==> config.mk <==
export PLATFORM = sky130hd
export DESIGN_NAME = tsmu_regs
export DESIGN_NICKNAME = d
export VERILOG_FILES = /design/src/rtl/core/tsmu_pkg.sv /design/src/rtl/core/tsmu_regs.sv
export SDC_FILE = /design/constraint.sdc
export NUM_CORES = 1
export LEC_CHECK = 0
export BUFFER_PORTS_ARGS = -buffer_cell sky130_fd_sc_hd__buf_2
export CAP_MARGIN = 20
export CORE_UTILIZATION = 33
export DETAILED_ROUTE_END_ITERATION = 7
export PLACE_DENSITY = 0.84
export SLEW_MARGIN = 20
export SYNTH_ARGS = -nofsm -noshare
export SYNTH_HDL_FRONTEND = slang
export SYNTH_SLANG_ARGS = --single-unit
==> constraint.sdc <==
create_clock -name clk_i -period 1.9 [get_ports clk_i]
set_clock_uncertainty 0.1 [all_clocks]
set_input_delay 0.38 -clock clk_i [delete_from_list [all_inputs] [get_ports clk_i]]
set_output_delay 0.38 -clock clk_i [all_outputs]
set_load 0.02 [all_outputs]
==> src/rtl/core/tsmu_pkg.sv <==
// Shared types and constants for the table state machine with undo.
package tsmu_pkg;

  // Item operation codes
  typedef enum logic [2:0] {
    OP_WRITE_NEXT = 3'd0,
    OP_WRITE_WIN  = 3'd1,
    OP_START      = 3'd2,
    OP_MOVE       = 3'd3,
    OP_UNDO       = 3'd4
  } op_e;

  // Sequencer states
  typedef enum logic [1:0] {
    ST_IDLE,
    ST_LOOK,
    ST_FLAG,
    ST_UNDO
  } fsm_e;

  // Field widths of one transaction
  localparam int unsigned OP_W    = 3;
  localparam int unsigned STATE_W = 8;
  localparam int unsigned DIR_W   = 3;
  localparam int unsigned NEXT_W  = 16;
  localparam int unsigned DEPTH_W = 6;

  // Next-state code that marks a missing transition
  localparam logic [NEXT_W-1:0] NO_TRANSITION = 16'hFFFF;

  // Register port
  localparam int unsigned PADDR_W = 3;
  localparam int unsigned PDATA_W = 32;
  localparam int unsigned COUNT_W = 9;
  localparam logic [PADDR_W-3:0] REG_STATE_COUNT = '0;

endpackage

==> src/rtl/core/tsmu_regs.sv <==
// APB configuration register block holding the valid state count.
module tsmu_regs (
  input  logic                               clk_i,
  input  logic                               rst_ni,
  input  logic                               psel,
  input  logic                               penable,
  input  logic                               pwrite,
  input  logic [tsmu_pkg::PADDR_W-1:0]       paddr,
  input  logic [tsmu_pkg::PDATA_W-1:0]       pwdata,
  output logic [tsmu_pkg::PDATA_W-1:0]       prdata,
  output logic                               pready,
  output logic [tsmu_pkg::COUNT_W-1:0]       state_count_o
);

  logic                         sel_count;
  logic                         wr_count;
  logic [tsmu_pkg::COUNT_W-1:0] state_count_q;

  // Address decode, word granular
  assign sel_count = (paddr[tsmu_pkg::PADDR_W-1:2] == tsmu_pkg::REG_STATE_COUNT);
  assign wr_count  = psel & penable & pwrite & sel_count;
  assign pready    = 1'b1;

  // State count register
  always_ff @(posedge clk_i or negedge rst_ni) begin
    if (!rst_ni) begin
      state_count_q <= '0;
    end else if (wr_count) begin
      state_count_q <= pwdata[tsmu_pkg::COUNT_W-1:0];
    end
  end

  // Read mux
  always_comb begin
    if (sel_count) begin
      prdata = tsmu_pkg::PDATA_W'(state_count_q);
    end else begin
      prdata = '0;
    end
  end

  assign state_count_o = state_count_q;

endmodule

Word-level counts from Yosys, hierarchy flattened

Cells that the tools add are included.

Mux-type cells: 1
Bitwise logic cells: 4

Operator list:

| kind              | number |
|---|---|
| 9-bit 2-to-1 mux  | 1 |
| 1-bit bitwise AND | 3 |
| 1-bit NOT         | 1 |

Register bits after elaboration: 9
Bits of input ports: 40

Logic depth before layout (Yosys ltp)

Gate-level depths: netlist of run 1.

Depth in word-level cells: 3
Gate-level depth with buffers: 2
Gate-level depth less buffers: 2

Least setup slack after synthesis of run 1

No wires, ideal clock.

Path type: reg-to-output
Start: register state_count_q, in the netlist state_count_o[0]
End: output prdata[0] (netlist bit)
Arrival time: 702 ps
Stages on the path, launching flop included: 2
Slack: 718 ps
Required time: 1420 ps
Cells stage by stage: dfrtp_1 and2b_2

Longest elaborated chain between the ends: 1

RTL lines:

| what                   | line            | RTL |
|---|---|---|
| from (decl)            | tsmu_regs.sv:17 | `logic [tsmu_pkg::COUNT_W-1:0] state_count_q;` |
| from (signal assigned) | tsmu_regs.sv:29 | `state_count_q <= pwdata[tsmu_pkg::COUNT_W-1:0];` |
| 9-bit 2-to-1 mux       | tsmu_regs.sv:35 | `if (sel_count) begin` |
| to (decl)              | tsmu_regs.sv:10 | `output logic [tsmu_pkg::PDATA_W-1:0] prdata,` |

Every way passes these cells.

Worst setup path after layout of run 1

Start: register state_count_q, in the netlist state_count_o[3]
End: output prdata[3] (netlist bit)

Same word-level chain as after synthesis.

==> results.txt, run 1 <==
Final min period -> 1.46 ns
RSZ-0062 raised after global routing -> false
Cells after Synth -> 54
Max clock buf depth -> 2
Slew Limit Fails -> 0
core area -> 1750 sq um
DPL Wire Length -> 757 um
Worst Path Required -> 1.42 ns
crit end category -> output port
residual DRC count -> 0
GRT Util Overall -> 9.02%
Max-Cap Viols -> 0
clock latency on the worst-skew pair -> 0.25 ns
Clock transition at path regs -> 0.05 ns
complex-gate fraction of the synthesized area -> 0%
CTS tree -> yes
syn_area_per_cell -> 11.4 sq um
max reg flops -> 9
cell row count -> 15
starting density of the core -> 35.3%
P per Cell Area -> 917 nW/um^2
largest family of logic cells by synthesized area -> buffers and inverters
drt wl/cell -> 7.83 um
routability cong. -> 0.564
sequential fraction of the synthesis area -> 36.5%
die height -> 45.2 um
GR Overflow Total -> 0
initial antenna violation count -> 0
port bufs -> 32
Detailed Route WL -> 893 um
adder-cell share of the synthesized area -> 0%
Final ANT Viol Nets -> 0
total power -> 0.685 mW
H-tree levels -> 1
CTS Sinks -> 9
crit share post-route -> 76.9%
status -> completed
Setup CP Type -> reg -> out
Mapped Area -> 617 sq um
CP cell instances -> and2b_2 > buf_2
vias -> 415
vias per cell -> 3.64
largest net degree at the start of global routing -> 11
worst-path fanout max -> 3
initial DRC count -> 0
fin cells -> 114
Hold Path Depth -> 2
global-route wire length before repair -> 1220 um
Fin. Hold Viols -> 0
Nets -> 130
dpl cells -> 109
top-level port count -> 82
Critical-path top delay cell -> dfrtp_1
crit path DAT -> 0.98 ns
post-synthesis to final-layout area growth -> 21.1%
worst r2r path cells -> 1
ANT cells -> 0
mux cell area share after synthesis -> 16.4%
Setup Total Neg Slack -> 0 ns
Setup WS pre-CTS -> 0.469 ns
final-report setup violation count -> 0
xor and xnor fraction of the mapped netlist area -> 0%
CTS Buf Count -> 3
fmax -> 0.684 GHz
setup slack after layout -> 0.439 ns
synthesis warning total -> 0
root buf cell -> clkbuf_4
DIE AREA -> 2050 sq um
Die Wd -> 45.2 um
hold slack -> 0.255 ns
number of global-route vias before repair -> 266
post-CTS setup buffer count -> 0
Hold Path Class -> in -> reg
Worst path max stage delay -> 0.39 ns
simple-gate share of the synthesized area -> 16.6%
Pre-Repair DR Iteration Count -> 1
Peak VDD IR -> 0.396 mV
Synth Register Bits -> 9
share of layout cells above drive strength 1 -> 60.7%
Leakage Power -> 0.443 nW
post-synth cell types -> 6
startpoint types -> register
## per-layer routing
layer / share of wire [%] / up-vias / track usage [%]
met5: 0 / - / 0
met4: 0 / 0 / 0
met3: 11 / 0 / 7.20
met2: 50 / 38 / 15.9
met1: 39 / 184 / 8.68
li1: - / 193 / -
## kinds of logic after synthesis
kind of cell	after synthesis
other	2
buffers and inverters	24
DFF	9
and+or+nand+nor	10
muxes	9
## cells in the mapped netlist
cell type | n | area (sq um)
buf_4 | 24 | 180
conb_1 | 2 | 7.51
nand4b_4 | 1 | 23.8
dfrtp_1 | 9 | 225
and2b_2 | 9 | 78.8
mux2_2 | 9 | 101
## layout make-up
class,count,area (sq um)
flip-flops and latches,9,225
repair buffers,33,170
multi-input cells,43,294
fillers,172,998
clock buffers,4,26.3
well taps,25,31.3
## path summary, 6_finish.rpt
| path | from | end | slack [ns] |
|---|---|---|---|
| min in group asynchronous | rst_ni | state_count_o[4]$_DFFE_PN0P_ | 0.40 |
| worst max-delay path | state_count_o[3]$_DFFE_PN0P_ | prdata[3] | 0.44 |
| worst max register to register | state_count_o[5]$_DFFE_PN0P_ | state_count_o[5]$_DFFE_PN0P_ | 1.03 |
| worst min-delay path | pwdata[4] | state_count_o[4]$_DFFE_PN0P_ | 0.25 |
| worst min register to register | state_count_o[8]$_DFFE_PN0P_ | state_count_o[8]$_DFFE_PN0P_ | 0.42 |
| max in group asynchronous | rst_ni | state_count_o[1]$_DFFE_PN0P_ | 1.12 |
## critical path: cells and delay by family (launching register included)
kind	cells	cell delay, ns
flops	1	0.39
buf+inv	1	0.15
simple gates	1	0.19
## timing repair
action                                  4_1_cts  5_1_grt
endpoints found under the setup margin        0        0
hold buffers                                  1        0
resized for setup                             0        0
hold endpoints to repair                      9        0
## power by group
part / switching [mW] / total, mW / internal (mW)
combinational: 0.178 / 0.287 / 0.108
clock: 0.0577 / 0.138 / 0.0803
sequential: 0.0255 / 0.260 / 0.234
total: 0.262 / 0.685 / 0.423
## through the flow
stage,utilization (%),cell area (sq um)
6_report,42.8,747
3_3_place_gp,40.7,711
5_1_grt,42.8,747
2_1_floorplan,-,699
3_5_place_dp,40.7,711
4_1_cts,42.8,747
## cells in the final DEF, fill, tap and decap left out, drive strengths merged
| cell type | synthesis | routed |
|---|---|---|
| mux2 | 9 | 9 |
| dlygate4sd3 | 0 | 1 |
| conb | 2 | 24 |
| nand4b | 1 | 1 |
| clkbuf | 0 | 4 |
| and2b | 9 | 9 |
| buf | 24 | 32 |
| dfrtp | 9 | 9 |
Note: power is estimated with default switching activity, not from simulation.
==> inputs of run 2 (changes only) <==
- CORE_UTILIZATION: 33 -> 27
- PLACE_DENSITY: 0.84 -> 0.74
- clock period: 1.9 -> 1.3 ns (I/O delays scaled with it)
==> run 2 against run 1 <==
The flow now finishes with violations (setup timing). Core utilization is 0.65 points higher. Routed wire length is 31% higher. Sequential power increased by 46%. Cell count rose by 7.0%. Combinational power is 110% higher. Critical endpoint is now prdata[7]. Largest power group unchanged.
==> results.txt, run 2 (synthesis results as in run 1) <==
status -> finished with violations (was completed)
violated checks -> setup timing
Nets -> 136 (was 130)
Fin. Hold Viols -> 0 (unchanged)
Slew Limit Fails -> 0 (unchanged)
fmax -> 0.748 GHz
Detailed Route WL -> 1170 um (was 893 um)
share of layout cells above drive strength 1 -> 63.2% (was 60.7%)
core area -> 2060 sq um (was 1750 sq um)
CP cell instances -> and2b_2 > buf_6 (was and2b_2 > buf_2)
hold slack -> 0.134 ns (was 0.255 ns)
switching share of power -> 35.9% (was 38.2%)
Final Cell Area -> 896 sq um (was 747 sq um)
Setup Total Neg Slack -> -0.185 ns (was 0 ns)
Final Core Density -> 43.4% (was 42.8%)
crit end category -> output port (unchanged)
Final ANT Viol Nets -> 0 (unchanged)
H-tree levels -> 1 (unchanged)
cell row count -> 16 (was 15)
worst-path fanout max -> 3 (unchanged)
Leakage Power -> 0.497 nW (was 0.443 nW)
die height -> 49.8 um (was 45.2 um)
Final min period -> 1.34 ns
GRT Util Overall -> 10.7% (was 9.02%)
fin cells -> 122 (was 114)
port bufs -> 32 (unchanged)
Clock transition at path regs -> 0.06 ns (was 0.05 ns)
vias per cell -> 3.63 (was 3.64)
ANT cells -> 0 (unchanged)
Worst path max stage delay -> 0.39 ns (about the same)
initial DRC count -> 3 (was 0)
max reg flops -> 9 (unchanged)
Seq pwr share -> 31.6% (was 38.0%)
Setup CP Type -> reg -> out (unchanged)
commonest non-fill, non-tap cell in the layout -> conb_1 (was buf_2)
DPL Wire Length -> 802 um (was 757 um)
Setup WS pre-CTS -> -0.00764 ns (was 0.469 ns)
DIE AREA -> 2480 sq um (was 2050 sq um)
final-report setup violation count -> 9 (was 0)
total power -> 1.20 mW (was 0.685 mW)
RSZ-0062 raised after global routing -> true (was false)
crit share post-route -> 103%
routability cong. -> 0.581 (was 0.564)
top-level port count -> 82 (unchanged)
most frequent cells in the layout -> conb_1, buf_2, buf_6 (was buf_2, conb_1, and2b_2, mux2_2, dfrtp_1)
dpl cells -> 111 (was 109)
global-route wire length before repair -> 1860 um (was 1220 um)
residual DRC count -> 0 (unchanged)
initial antenna violation count -> 0 (unchanged)
post-synthesis to final-layout area growth -> 45.2% (was 21.1%)
Die Wd -> 49.8 um (was 45.2 um)
combinational power share -> 51.0% (was 41.9%)
crit path DAT -> 0.98 ns (about the same)
starting density of the core -> 29.9% (was 35.3%)
GR Overflow Total -> 0 (unchanged)
Hold Path Class -> in -> reg (unchanged)
largest net degree at the start of global routing -> 11 (unchanged)
placed cell areas -> 713 sq um (was 711 sq um)
Max clock buf depth -> 2 (unchanged)
CTS tree -> yes (unchanged)
CTS Buf Count -> 3 (unchanged)
clock power share -> 17.5% (was 20.2%)
internal power -> 0.769 mW (was 0.423 mW)
number of global-route vias before repair -> 390 (was 266)
root buf cell -> clkbuf_4 (unchanged)
Max-Cap Viols -> 0 (unchanged)
CTS Sinks -> 9 (unchanged)
P per Cell Area -> 1340 nW/um^2 (was 917 nW/um^2)
Pre-Repair DR Iteration Count -> 2 (was 1)
vias -> 443 (was 415)
setup slack after layout -> -0.0360 ns (was 0.439 ns)
Peak VDD IR -> 0.515 mV (was 0.396 mV)
clock latency on the worst-skew pair -> 0.25 ns (about the same)
Critical-path top delay cell -> dfrtp_1 (unchanged)
Worst Path Required -> 0.94 ns (was 1.42 ns)
startpoint types -> register (unchanged)
NetSw -> 0.430 mW (was 0.262 mW)
drt wl/cell -> 9.57 um (was 7.83 um)
-- run 2: cell type report --
class	count	area, sq um
Fill cell	194	1170
Sequential cell	9	225
Clock buffer	4	26.3
Timing Repair Buffer	39	317
Tap cell	27	33.8
Multi-Input combinational cell	43	294
-- run 2: per-layer routing --
metal,wire [um],track usage [%]
met5,0,0
met4,0,1.43
met2,652,20.0
met1,394,10.4
met3,120,5.56
-- run 2: what timing repair did --
action | 4_1_cts | 5_1_grt
gates resized for setup | 18 | 14
setup buffers | 5 | 1
hold endpoints to repair | 9 | 0
hold buffers | 1 | 0
setup endpoints to repair | 9 | 14
-- run 2: worst paths after layout --
check                      slack, ns  cells past startpoint                          from                      endpoint
setup reg to reg                0.32                      2  state_count_o[3]$_DFFE_PN0P_  state_count_o[3]$_DFFE_PN0P_
hold / removal                  0.13                      2                     pwdata[4]  state_count_o[4]$_DFFE_PN0P_
max in group asynchronous       0.62                      2                        rst_ni  state_count_o[6]$_DFFE_PN0P_
setup / recovery               -0.04                      2  state_count_o[7]$_DFFE_PN0P_                     prdata[7]
min in group asynchronous       0.30                      2                        rst_ni  state_count_o[8]$_DFFE_PN0P_
hold reg to reg                 0.42                      1  state_count_o[2]$_DFFE_PN0P_  state_count_o[2]$_DFFE_PN0P_
-- run 2: power by group through the flow --
stage / registers (mW) / logic, mW / clock network [mW]
final: 0.379 / 0.611 / 0.210
after detailed placement: 0.385 / 0.423 / 0
after global routing: 0.387 / 0.648 / 0.251
after CTS: 0.374 / 0.533 / 0.225
after floorplan: 0.461 / 0.262 / 0
after global placement: 0.379 / 0.419 / 0
-- run 2: critical path: cells and delay by family, from the launching register on --
family	cells	cell delay (ns)
buffers and inverters	1	0.13
DFF	1	0.39
and+or+nand+nor	1	0.20
==> inputs of run 3 (changes only) <==
- CTS_BUF_LIST: default -> sky130_fd_sc_hd__clkbuf_16
- MAX_ROUTING_LAYER: default -> met4
==> run 3 against run 2 <==
The run still ends with setup timing left. Non-clock buffer count shrank 1. Hold slack gained 0.023 ns. Sequential cell count is the same. Highest routed layer unchanged. First-iteration DRC count is the same.
==> results.txt, run 3 (synthesis results as in run 1) <==
crit end category -> output port (unchanged)
Setup CP Type -> reg -> out (unchanged)
core area -> 2060 sq um (unchanged)
worst-path fanout max -> 3 (unchanged)
DRT met1 WL -> 404 um (was 394 um)
CTS Sinks -> 9 (unchanged)
dpl cells -> 111 (unchanged)
DPL Wire Length -> 802 um (unchanged)
Detailed Route WL -> 1150 um (was 1170 um)
post-synthesis to final-layout area growth -> 45.2% (unchanged)
top-level port count -> 82 (unchanged)
crit path DAT -> 0.95 ns (was 0.98 ns)
drt wl/cell -> 9.52 um (was 9.57 um)
Die Wd -> 49.8 um (unchanged)
commonest non-fill, non-tap cell in the layout -> conb_1 (unchanged)
Peak VDD IR -> 0.798 mV (was 0.515 mV)
clock latency on the worst-skew pair -> 0.23 ns (was 0.25 ns)
Nets -> 135 (was 136)
placed cell areas -> 713 sq um (unchanged)
GR Overflow Total -> 0 (unchanged)
startpoint types -> register (unchanged)
crit share post-route -> 100% (was 103%)
initial DRC count -> 3 (unchanged)
Worst Path Required -> 0.94 ns (about the same)
P per Cell Area -> 1610 nW/um^2 (was 1340 nW/um^2)
combinational power share -> 36.8% (was 51.0%)
fmax -> 0.766 GHz (was 0.748 GHz)
NetSw -> 0.453 mW (was 0.430 mW)
root buf cell -> clkbuf_16 (was clkbuf_4)
share of layout cells above drive strength 1 -> 62.8% (was 63.2%)
fin cells -> 121 (was 122)
final-report setup violation count -> 3 (was 9)
max reg flops -> 9 (unchanged)
violated checks -> setup timing (unchanged)
RSZ-0062 raised after global routing -> true (unchanged)
number of global-route vias before repair -> 384 (was 390)
vias -> 432 (was 443)
Top Layer Used -> met3 (unchanged)
vias per cell -> 3.57 (was 3.63)
switching share of power -> 31.4% (was 35.9%)
Clock transition at path regs -> 0.04 ns (was 0.06 ns)
Max clock buf depth -> 2 (unchanged)
residual DRC count -> 0 (unchanged)
Slew Limit Fails -> 0 (unchanged)
metal3 WL -> 124 um (was 120 um)
met2 wire length -> 623 um (was 652 um)
Final min period -> 1.31 ns (was 1.34 ns)
status -> finished with violations (unchanged)
Max-Cap Viols -> 0 (unchanged)
initial antenna violation count -> 0 (unchanged)
Final ANT Viol Nets -> 0 (unchanged)
GRT Util Overall -> 10.9% (was 10.7%)
Hold Path Class -> in -> reg (unchanged)
Pre-Repair DR Iteration Count -> 2 (unchanged)
starting density of the core -> 29.9% (unchanged)
FF-to-FF setup slack -> 0.32 ns (about the same)
Seq pwr share -> 26.2% (was 31.6%)
CTS tree -> yes (unchanged)
global-route wire length before repair -> 1790 um (was 1860 um)
routability cong. -> 0.584 (was 0.581)
DIE AREA -> 2480 sq um (unchanged)
setup slack after layout -> -0.00532 ns (was -0.0360 ns)
most frequent cells in the layout -> conb_1, buf_2 (was conb_1, buf_2, buf_6)
largest net degree at the start of global routing -> 11 (unchanged)
Fin. Hold Viols -> 0 (unchanged)
port bufs -> 32 (unchanged)
Leakage Power -> 0.506 nW (was 0.497 nW)
H-tree levels -> 1 (unchanged)
die height -> 49.8 um (unchanged)
ANT cells -> 0 (unchanged)
internal power -> 0.988 mW (was 0.769 mW)
cell row count -> 16 (unchanged)
clock power share -> 37.0% (was 17.5%)
CTS Buf Count -> 3 (unchanged)
Final Cell Area -> 896 sq um (unchanged)
-- run 3: changes by cell type in the layout (fill, tap and decap cells not counted) --
| cell | before | now |
|---|---|---|
| clkbuf_1 | 1 | 0 |
| buf_4 | 4 | 5 |
| inv_1 | 0 | 1 |
| clkbuf_4 | 3 | 0 |
| clkbuf_16 | 0 | 3 |
| buf_6 | 17 | 9 |
| buf_2 | 17 | 23 |
-- run 3: worst max-delay path, cell delays in order, from the launching register on --
cell,delay (ns)
dfrtp_1,0.38
and2b_2,0.20
buf_6,0.13
-- run 3: repair_timing --
action                                 CTS  global route
resized for setup                       15             3
setup buffers                            5             0
endpoints found under the hold margin    9             0
pin swaps                                0             0
setup endpoints to repair                9             9
hold buffers                             1             0
-- run 3: cell type report --
| cell class | count | area [sq um] |
|---|---|---|
| well taps | 27 | 33.8 |
| fillers | 204 | 1170 |
| repair buffers | 38 | 264 |
| flip-flops and latches | 9 | 225 |
| clock buffers | 3 | 75.1 |
| multi-input cells | 43 | 294 |
| clock inverters | 1 | 3.75 |
-- run 3: final timing paths --
kind,cells past startpoint,from,end
setup / recovery,2,state_count_o[7]$_DFFE_PN0P_,prdata[7]
hold / removal,2,pwdata[4],state_count_o[4]$_DFFE_PN0P_
setup reg to reg,2,state_count_o[3]$_DFFE_PN0P_,state_count_o[3]$_DFFE_PN0P_
hold reg to reg,1,state_count_o[2]$_DFFE_PN0P_,state_count_o[2]$_DFFE_PN0P_
max in group asynchronous,2,rst_ni,state_count_o[7]$_DFFE_PN0P_
min in group asynchronous,2,rst_ni,state_count_o[5]$_DFFE_PN0P_
-- run 3: per-stage QoR --
| stage | util, % | setup TNS, ns | power (mW) | hold WS (ns) | setup WS (ns) |
|---|---|---|---|---|---|
| 6_report | 43.4 | -0.00897 | 1.44 | 0.157 | -0.00532 |
| 5_1_grt | 43.4 | -0.196 | 1.53 | 0.159 | -0.0429 |
| 4_1_cts | 42.9 | -0.0163 | 1.45 | 0.152 | -0.0106 |
| 3_5_place_dp | 34.6 | -0.0139 | 0.807 | 0.0287 | -0.00764 |
| 3_3_place_gp | 34.6 | 0 | 0.798 | 0.0288 | 0.0104 |
| 2_1_floorplan | - | 0 | 0.723 | -0.136 | 0.238 |
-- run 3: routing by layer --
metal  vias up  global-route usage (%)
met5         -                       -
met4         0                    4.29
met3         0                    5.56
met2        40                    19.1
met1       190                    10.0
li1        202                       -
-- run 3: power by group through the flow --
stage / logic, mW / clock network, mW / registers [mW]
global placement: 0.419 / 0 / 0.379
finish: 0.531 / 0.533 / 0.377
CTS: 0.523 / 0.548 / 0.376
floorplan: 0.262 / 0 / 0.461
global route: 0.564 / 0.575 / 0.386
detailed placement: 0.423 / 0 / 0.385
